<file path="src/rtl/spid_pkg.sv">
// Package for the staged incremental PID unit: field widths, register codes,
// stage codes and the gain bundle shared by the top level and the increment pipe.
// Depends on nothing.
`default_nettype none

package spid_pkg;

    localparam int SAMPLE_W   = 16;   // setpoint and measured samples
    localparam int ERR_W      = 17;   // error = setpoint - measured
    localparam int GAIN_W     = 27;   // Q16 gains
    localparam int COEF_W     = 29;   // sum of up to three gains, or P + 2D
    localparam int PROD_W     = COEF_W + ERR_W;
    localparam int DELTA_W    = PROD_W + 2;
    localparam int DRIVE_W    = 31;   // Q16 control value and clamp limits
    localparam int SUM_W      = DELTA_W + 1;
    localparam int CMP_W      = SAMPLE_W + 6;  // room for 20 * sample
    localparam int CFG_IDX_W  = 3;
    localparam int CFG_DATA_W = DRIVE_W;

    // Scale factors of the stage tests: 20*ms < 13*sp and 5*ms < 4*sp.
    localparam logic signed [CMP_W-1:0] LOW_MS_MUL = CMP_W'(20);
    localparam logic signed [CMP_W-1:0] LOW_SP_MUL = CMP_W'(13);
    localparam logic signed [CMP_W-1:0] MID_MS_MUL = CMP_W'(5);
    localparam logic signed [CMP_W-1:0] MID_SP_MUL = CMP_W'(4);

    localparam logic signed [DRIVE_W-1:0] OUT_MIN_RST = -DRIVE_W'(655360000);
    localparam logic signed [DRIVE_W-1:0] OUT_MAX_RST = DRIVE_W'(655360000);

    typedef enum logic [CFG_IDX_W-1:0] {
        CFG_GAIN_PROP  = 3'd0,
        CFG_GAIN_INTEG = 3'd1,
        CFG_GAIN_DERIV = 3'd2,
        CFG_OUT_MIN    = 3'd3,
        CFG_OUT_MAX    = 3'd4
    } t_cfg_idx;

    typedef enum logic [1:0] {
        STAGE_INTEG = 2'd0,
        STAGE_PI    = 2'd1,
        STAGE_PID   = 2'd2
    } t_stage;

    typedef struct packed {
        logic signed [GAIN_W-1:0] prop;
        logic signed [GAIN_W-1:0] integ;
        logic signed [GAIN_W-1:0] deriv;
    } t_gains;

    // Load enables of the three increment stages, driven by the top level.
    typedef struct packed {
        logic ld1;
        logic ld2;
        logic ld3;
    } t_pipe_ld;

endpackage

`default_nettype wire

</file>
<file path="src/rtl/spid_incr.sv">
// Increment pipeline: error and stage choice, three gain products, their sum.
// Also keeps the two-deep error history. Depends on spid_pkg.
`default_nettype none

module spid_incr (
    input  wire logic                                   i_clk,
    input  wire logic                                   i_rst_n,
    input  wire spid_pkg::t_pipe_ld                     i_ld,
    input  wire spid_pkg::t_gains                       i_gains,
    input  wire logic signed [spid_pkg::SAMPLE_W-1:0]   i_setpoint,
    input  wire logic signed [spid_pkg::SAMPLE_W-1:0]   i_measured,
    output logic signed [spid_pkg::DELTA_W-1:0]         o_delta
);

    // Stage 1 combinational terms.
    logic signed [spid_pkg::ERR_W-1:0]  w_err;
    logic signed [spid_pkg::CMP_W-1:0]  w_ms_low, w_sp_low, w_ms_mid, w_sp_mid;
    spid_pkg::t_stage                   w_stage;
    logic signed [spid_pkg::COEF_W-1:0] w_p, w_i, w_d;
    logic signed [spid_pkg::COEF_W-1:0] n_coef_a, n_coef_b, n_coef_c;

    // Error history (reset to zero) and stage registers.
    logic signed [spid_pkg::ERR_W-1:0]  r_hist1, r_hist2;
    logic signed [spid_pkg::ERR_W-1:0]  r_e, r_e1, r_e2;
    logic signed [spid_pkg::COEF_W-1:0] r_coef_a, r_coef_b, r_coef_c;
    logic signed [spid_pkg::PROD_W-1:0] r_prod_a, r_prod_b, r_prod_c;
    logic signed [spid_pkg::DELTA_W-1:0] r_delta;

    assign w_err = spid_pkg::ERR_W'(i_setpoint) - spid_pkg::ERR_W'(i_measured);

    assign w_ms_low = spid_pkg::CMP_W'(i_measured) * spid_pkg::LOW_MS_MUL;
    assign w_sp_low = spid_pkg::CMP_W'(i_setpoint) * spid_pkg::LOW_SP_MUL;
    assign w_ms_mid = spid_pkg::CMP_W'(i_measured) * spid_pkg::MID_MS_MUL;
    assign w_sp_mid = spid_pkg::CMP_W'(i_setpoint) * spid_pkg::MID_SP_MUL;

    always_comb begin
        priority if (w_ms_low < w_sp_low) begin
            w_stage = spid_pkg::STAGE_INTEG;
        end else if (w_ms_mid < w_sp_mid) begin
            w_stage = spid_pkg::STAGE_PI;
        end else begin
            w_stage = spid_pkg::STAGE_PID;
        end
    end

    assign w_p = spid_pkg::COEF_W'(i_gains.prop);
    assign w_i = spid_pkg::COEF_W'(i_gains.integ);
    assign w_d = spid_pkg::COEF_W'(i_gains.deriv);

    // The increment is coef_a*e - coef_b*e1 + coef_c*e2 in every stage.
    always_comb begin
        unique case (w_stage)
            spid_pkg::STAGE_INTEG: begin
                n_coef_a = w_i;
                n_coef_b = '0;
                n_coef_c = '0;
            end
            spid_pkg::STAGE_PI: begin
                n_coef_a = w_i + w_p;
                n_coef_b = w_p;
                n_coef_c = '0;
            end
            default: begin
                n_coef_a = w_p + w_i + w_d;
                n_coef_b = w_p + (w_d <<< 1);
                n_coef_c = w_d;
            end
        endcase
    end

    always_ff @(posedge i_clk) begin
        if (!i_rst_n) begin
            r_hist1 <= '0;
            r_hist2 <= '0;
        end else if (i_ld.ld1) begin
            r_hist1 <= w_err;
            r_hist2 <= r_hist1;
        end
    end

    always_ff @(posedge i_clk) begin
        if (i_ld.ld1) begin
            r_e      <= w_err;
            r_e1     <= r_hist1;
            r_e2     <= r_hist2;
            r_coef_a <= n_coef_a;
            r_coef_b <= n_coef_b;
            r_coef_c <= n_coef_c;
        end
        if (i_ld.ld2) begin
            r_prod_a <= spid_pkg::PROD_W'(r_coef_a) * spid_pkg::PROD_W'(r_e);
            r_prod_b <= spid_pkg::PROD_W'(r_coef_b) * spid_pkg::PROD_W'(r_e1);
            r_prod_c <= spid_pkg::PROD_W'(r_coef_c) * spid_pkg::PROD_W'(r_e2);
        end
        if (i_ld.ld3) begin
            r_delta <= spid_pkg::DELTA_W'(r_prod_a) - spid_pkg::DELTA_W'(r_prod_b)
                     + spid_pkg::DELTA_W'(r_prod_c);
        end
    end

    assign o_delta = r_delta;

endmodule

`default_nettype wire

</file>
<file path="config.mk">
export PLATFORM = sky130hd
export DESIGN_NAME = spid_incr
export DESIGN_NICKNAME = d
export VERILOG_FILES = /design/src/rtl/spid_pkg.sv /design/src/rtl/spid_incr.sv
export SDC_FILE = /design/constraint.sdc
export NUM_CORES = 2
export LEC_CHECK = 0
export BUFFER_PORTS_ARGS = -buffer_cell sky130_fd_sc_hd__clkbuf_2
export CORE_AREA = 4 4 419 421
export DETAILED_ROUTE_END_ITERATION = 12
export DIE_AREA = 0 0 423 425
export PLACE_DENSITY_LB_ADDON = 0.12
export SYNTH_ARGS = -nofsm -noshare
export SYNTH_HDL_FRONTEND = slang
export SYNTH_SLANG_ARGS = --single-unit
</file>
<file path="constraint.sdc">
create_clock -name i_clk -period 12.6 [get_ports i_clk]
set_clock_uncertainty 0.1 [all_clocks]
set_input_delay 2.52 -clock i_clk [delete_from_list [all_inputs] [get_ports i_clk]]
set_output_delay 2.52 -clock i_clk [all_outputs]
set_load 0.005 [all_outputs]
</file>
# Word-level counts from Yosys, hierarchy flattened
# Cells that the tools add are included.
[totals]
regBits = 354
inputBits = 118
wordCells = 33
[op_classes]
add_sub_neg = 6
mul = 6
n_lt_le_gt_ge = 2
eq_ne = 1
mux = 4
reduce_logical = 2
[ops]
columns = ["operator", "n"]
rows = [
  ["case mux 29 bit (2 select lines)", 2],
  ["multiplier 29 x 17 -> 46 bit", 2],
  ["adder 47 x 44 -> 48 bit", 1],
  ["subtractor 46 x 46 -> 47 bit", 1],
  ["multiplier 27 x 17 -> 44 bit", 1],
  ["multiplier 16 x 4 -> 20 bit, second input constant", 2],
  ["adder 27 x 28 -> 29 bit", 1],
  ["adder 28 x 27 -> 29 bit", 1],
  ["adder 27 x 27 -> 28 bit", 1],
  ["< comparator 22 x 21 -> 1 bit", 1],
  ["multiplier 16 x 5 -> 21 bit, second input constant", 1],
  ["< comparator 20 x 18 -> 1 bit", 1],
  ["subtractor 16 x 16 -> 17 bit", 1],
  ["two-way mux 2 bit", 2],
  ["== test 2 x 1 -> 1 bit, second input constant", 1],
  ["zero test 2 bit", 1],
  ["OR reduction 2 bit", 1],
]

# Longest topological paths before layout
[depth]
word_depth = 6
ltp_mapped = 27
mapped_depth_nobuf = 25

# Worst setup path before layout
# No wires, ideal clock.
[synth_path]
path_kind = "input -> register"
startpoint = "input i_setpoint[2] (netlist name)"
endpoint = "register r_coef_b[3] (netlist name) (data pin)"
setup_time_ns = 0.266
arrival_ns = 7.283
slack_ns = 4.951
path_stages = 22
n_path_buf = 2
path_cell_list = "ha_1 > ha_1 > fa_1 > ha_1 > a21oi_1 > nor2b_1 > o21a_1 > o41ai_1 > o21a_1 > a21o_1 > o21ai_0 > nor4_1 > a211oi_1 > ha_1 > inv_1 > or3_1 > nor4_1 > o211ai_1 > o21ai_1 > clkbuf_1 > clkbuf_1 > nor2_1"
[synth_via]
elab_chain_cells = 5
[synth_lines]
columns = ["item", "line_no", "source"]
rows = [
  ["start, declared", "spid_incr.sv:10", "input wire logic signed [spid_pkg::SAMPLE_W-1:0] i_setpoint,"],
  ["multiplier 16 x 5 -> 21 bit or < comparator 20 x 18 -> 1 bit (tied branches)", "spid_incr.sv:32, spid_incr.sv:39", ""],
  ["< comparator 22 x 21 -> 1 bit or two-way mux 2 bit (tied branches)", "spid_incr.sv:37, spid_incr.sv:39", ""],
  ["two-way mux 2 bit *", "spid_incr.sv:37", "priority if (w_ms_low < w_sp_low) begin"],
  ["== test 2 x 1 -> 1 bit or zero test 2 bit (tied branches)", "spid_incr.sv:52", "unique case (w_stage)"],
  ["case mux 29 bit (2 select lines) *", "spid_incr.sv:52", ""],
  ["via n_coef_b (one bit)", "spid_incr.sv:20", "logic signed [spid_pkg::COEF_W-1:0] n_coef_a, n_coef_b, n_coef_c;"],
  ["end signal, assigned", "spid_incr.sv:87", "r_coef_b <= n_coef_b;"],
  ["end, declared", "spid_incr.sv:25", "logic signed [spid_pkg::COEF_W-1:0] r_coef_a, r_coef_b, r_coef_c;"],
]
# The timed path passes the listed nets; every way through them passes the cells marked *.
# A chain may end at the register's enable or synchronous reset.

# Worst setup path in the final report
[layout_path]
startpoint = "input i_setpoint[2] (netlist name)"
endpoint = "register r_coef_a[26] (netlist name) (data pin)"
[layout_via]
elab_chain_cells = 5
[layout_lines]
columns = ["item", "line_no", "source"]
rows = [
  ["multiplier 16 x 5 -> 21 bit or < comparator 20 x 18 -> 1 bit (tied branches)", "spid_incr.sv:32, spid_incr.sv:39", ""],
  ["< comparator 22 x 21 -> 1 bit or two-way mux 2 bit (tied branches)", "spid_incr.sv:37, spid_incr.sv:39", ""],
  ["two-way mux 2 bit *", "spid_incr.sv:37", ""],
  ["== test 2 x 1 -> 1 bit or zero test 2 bit (tied branches)", "spid_incr.sv:52", ""],
  ["case mux 29 bit (2 select lines) *", "spid_incr.sv:52", ""],
  ["via n_coef_a (one bit)", "spid_incr.sv:20", ""],
  ["end signal, assigned", "spid_incr.sv:86", "r_coef_a <= n_coef_a;"],
  ["end, declared", "spid_incr.sv:25", ""],
]
# Marks and branches as above.

==> flow_summary.ini <==
[setup_path]
worst_ep_arrival_time_ps = 8880
cp_data_required_time_ps = 12840
critical_path_peak_fanout = 61
end_of_the_worst_register_to_register_path = r_prod_a[30]
crit_chain = clkbuf_2, ha_1, ha_1, fa_1, ha_1, a21oi_1, nor2b_1, o21a_1, o41ai_1, o21a_1, a21o_1, o21ai_0, nor4_1, a211oi_1, ha_1, inv_1, or3_1, nor4_1, o211ai_1, o21ai_4, buf_4, nor2_1, a221o_1
criticalPathCategory = primary input to flop
critPathSlowestCell = o41ai_1
cp-startpoint = i_setpoint[2]
critical_path.endpoint = r_coef_a[26]
end_kind = flop
critPathMostFrequentCell = ha_1
worst-r2r-cell-count = 20
start_kind = primary input
worst-r2r-setup-slack_ps = 4700
timing.critical_path.slowest_cell_delay_ps = 670
r2r_start = r_coef_a[11]

[detailed_routing]
routed_wire_length_per_instance_um = 22.10
pre_repair_dr_iteration_count = 6
detail_route.drc_violations = 0
drt_wl_total_um = 225300
drtIter0Drc = 3587
num_vias = 53360
post_drt_via_cell_ratio = 5.234
antenna_violating_nets_post_route = 0

[global_route]
grt.overflow.total = 0
antenna_found_initial = 47
number_of_global_route_vias_before_repair = 57460
globalRouteTotalUtil_pct = 25.66
grt_pass1_wl_um = 349200
grt_start_max_net_pins = 103

[die]
chipWidth_um = 423
die_y_um = 425
core_um2 = 171400
die-area_um2 = 179800
rows = 152
floorplan.io_pins = 166
start_util_pct = 42.84

[logic_synthesis]
synthDominantAreaCellType = fa_1
synth_cell_type_count = 78
synth_common_cells = 1733 x inv_1, 1465 x fa_1, 920 x nand2_1, 673 x and2_1, 584 x ha_1
synth_enable_flop_cells = 320
post_synth_inst_count = 7780
yosysMostFrequentCell = inv_1
ys_top_cells_by_area = fa_1 40%, edfxtp_1 13%, ha_1 10%
synth-async-reset-ratio_pct = 0
syn_avg_cell_area_um2 = 9.435
synthesis.yosys.warnings = 0
synth_seq_cells = 354
synthesis.area_um2 = 73400
synth.net_count = 9947
synth-main-ff-cell = edfxtp_1
synth_top_area_share_pct = 39.95
sequential_area_share_after_synthesis_pct = 14.02

[placed_design]
place_inst = 10080
place_ws_ps = 3419
detailed_place_hpwl_um = 177600
gp_congestion = 0.9142
io_buffer_count = 165

[sta]
final_hold_viol_count = 0
rsz0062_at_grt = false
post-route-period-util_pct = 68.57
setup_viol = 0
max_freq_mhz = 115.7
layout_setup_ws_ps = 3960
tightestPinTransition_ps = 1145
timing.slew.headroom_pct = 23.65
timing_max_transition_violations_final = 0
final.setup.tns_ps = 0
layout_min_cycle_time_ps = 8640

[clock_tree]
post-cts-setup-buffers = 0
clock-root-buffer = clkbuf_16
sinks_on_clock_net = 354
cts.reportedPaths.clkPinSlew_ps = 60
cts-root-to-sink-buffers = 3
clock_tree.htree_level_count = 2
cts_repair_resize_count = 0
hold_buffers = 0
clk_latency_ps = 610
cts-buffers-inserted = 44
tritoncts = yes

[run_status]
outcome = finished, final reports clean

[cells_and_area]
post-route-util_pct = 45.85
final_net_count = 9987
drive_gt1_share_pct = 4.799
flow.area_growth_from_synthesis_pct = 7.023
finish.cell_count_without_fillers = 10190

[flow_run]
maxCapViolCount = 0

[hold_path]
hold_class = flop to flop
area by class of cell:
type | instances | area [um^2]
Fill cell | 16720 | 92800
Multi-Input combinational cell | 5419 | 55610
Sequential cell | 354 | 10290
Inverter | 1733 | 6505
Tap cell | 2310 | 2890
Timing Repair Buffer | 268 | 1612
Clock buffer | 60 | 1274
Clock inverter | 22 | 309.0
Antenna cell | 28 | 70.07
cell usage in the layout, fill, tap and decap left out, drive strengths merged, types with 115 or more instances in the layout:
cell type,n
o21ai,178
nor2,258
and2,673
clkbuf,224
xnor2,199
a21oi,279
fa,1465
ha,584
edfxtp,320
nand2,920
inv,1738
a21o,115
through the flow:
stage	instance area (um^2)	hold slack [ps]
after CTS	78490	332.6
after floorplan	73400	307.6
after detailed placement	76910	319.6
after global routing	78530	342.6
final	78560	331.3
after global placement	76900	325.1
flip-flops by register name, indices dropped and copies added, names as in the netlist, 27 cells and up:
| register | count |
|---|---|
| o_delta | 48 |
| r_prod_a | 46 |
| r_prod_b | 46 |
| r_prod_c | 44 |
| r_coef_a | 29 |
| r_coef_b | 29 |
| r_coef_c | 27 |
routing by layer:
| layer | vias to the layer above | part of all wire, % | track usage, % |
|---|---|---|---|
| met1 | 27580 | 41 | 32.78 |
| li1 | 23930 | - | - |
| met5 | - | 0.032 | 0 |
| met3 | 363 | 5.4 | 3.092 |
| met4 | 12 | 4.9 | 10.72 |
| met2 | 1474 | 49 | 44.22 |
worst max-delay path, delay by kind of cell:
family                     cells  cell delay [ps]
AOI/OAI and AO/OA             10             2590
adders and majority gates      5             1680
buffers and inverters          3              770
and+or+nand+nor                5             1270
logic make-up after synthesis:
family                     synth area share [%]
AOI/OAI and AO/OA                         7.417
xor gates and xnor gates                  3.281
adders and majority gates                 49.91
buffers and inverters                     10.26
DFF                                       14.02
muxes                                    0.4364
and+or+nand+nor                           14.67
how the worst min path moves through the flow:
stage,start,slack (ps),end,cells past startpoint
4_1_cts,r_hist2[13],330,r_e2[13],0
2_1_floorplan,r_hist2[0],310,r_e2[0],0
3_5_place_dp,r_hist2[13],320,r_e2[13],0
6_report,r_hist2[13],330,r_e2[13],0
3_3_place_gp,r_hist2[13],330,r_e2[13],0
5_1_grt,r_hist2[13],340,r_e2[13],0
Power is not shown: default switching activity piles up to over one toggle a cycle in this logic, so the estimate is an artifact.
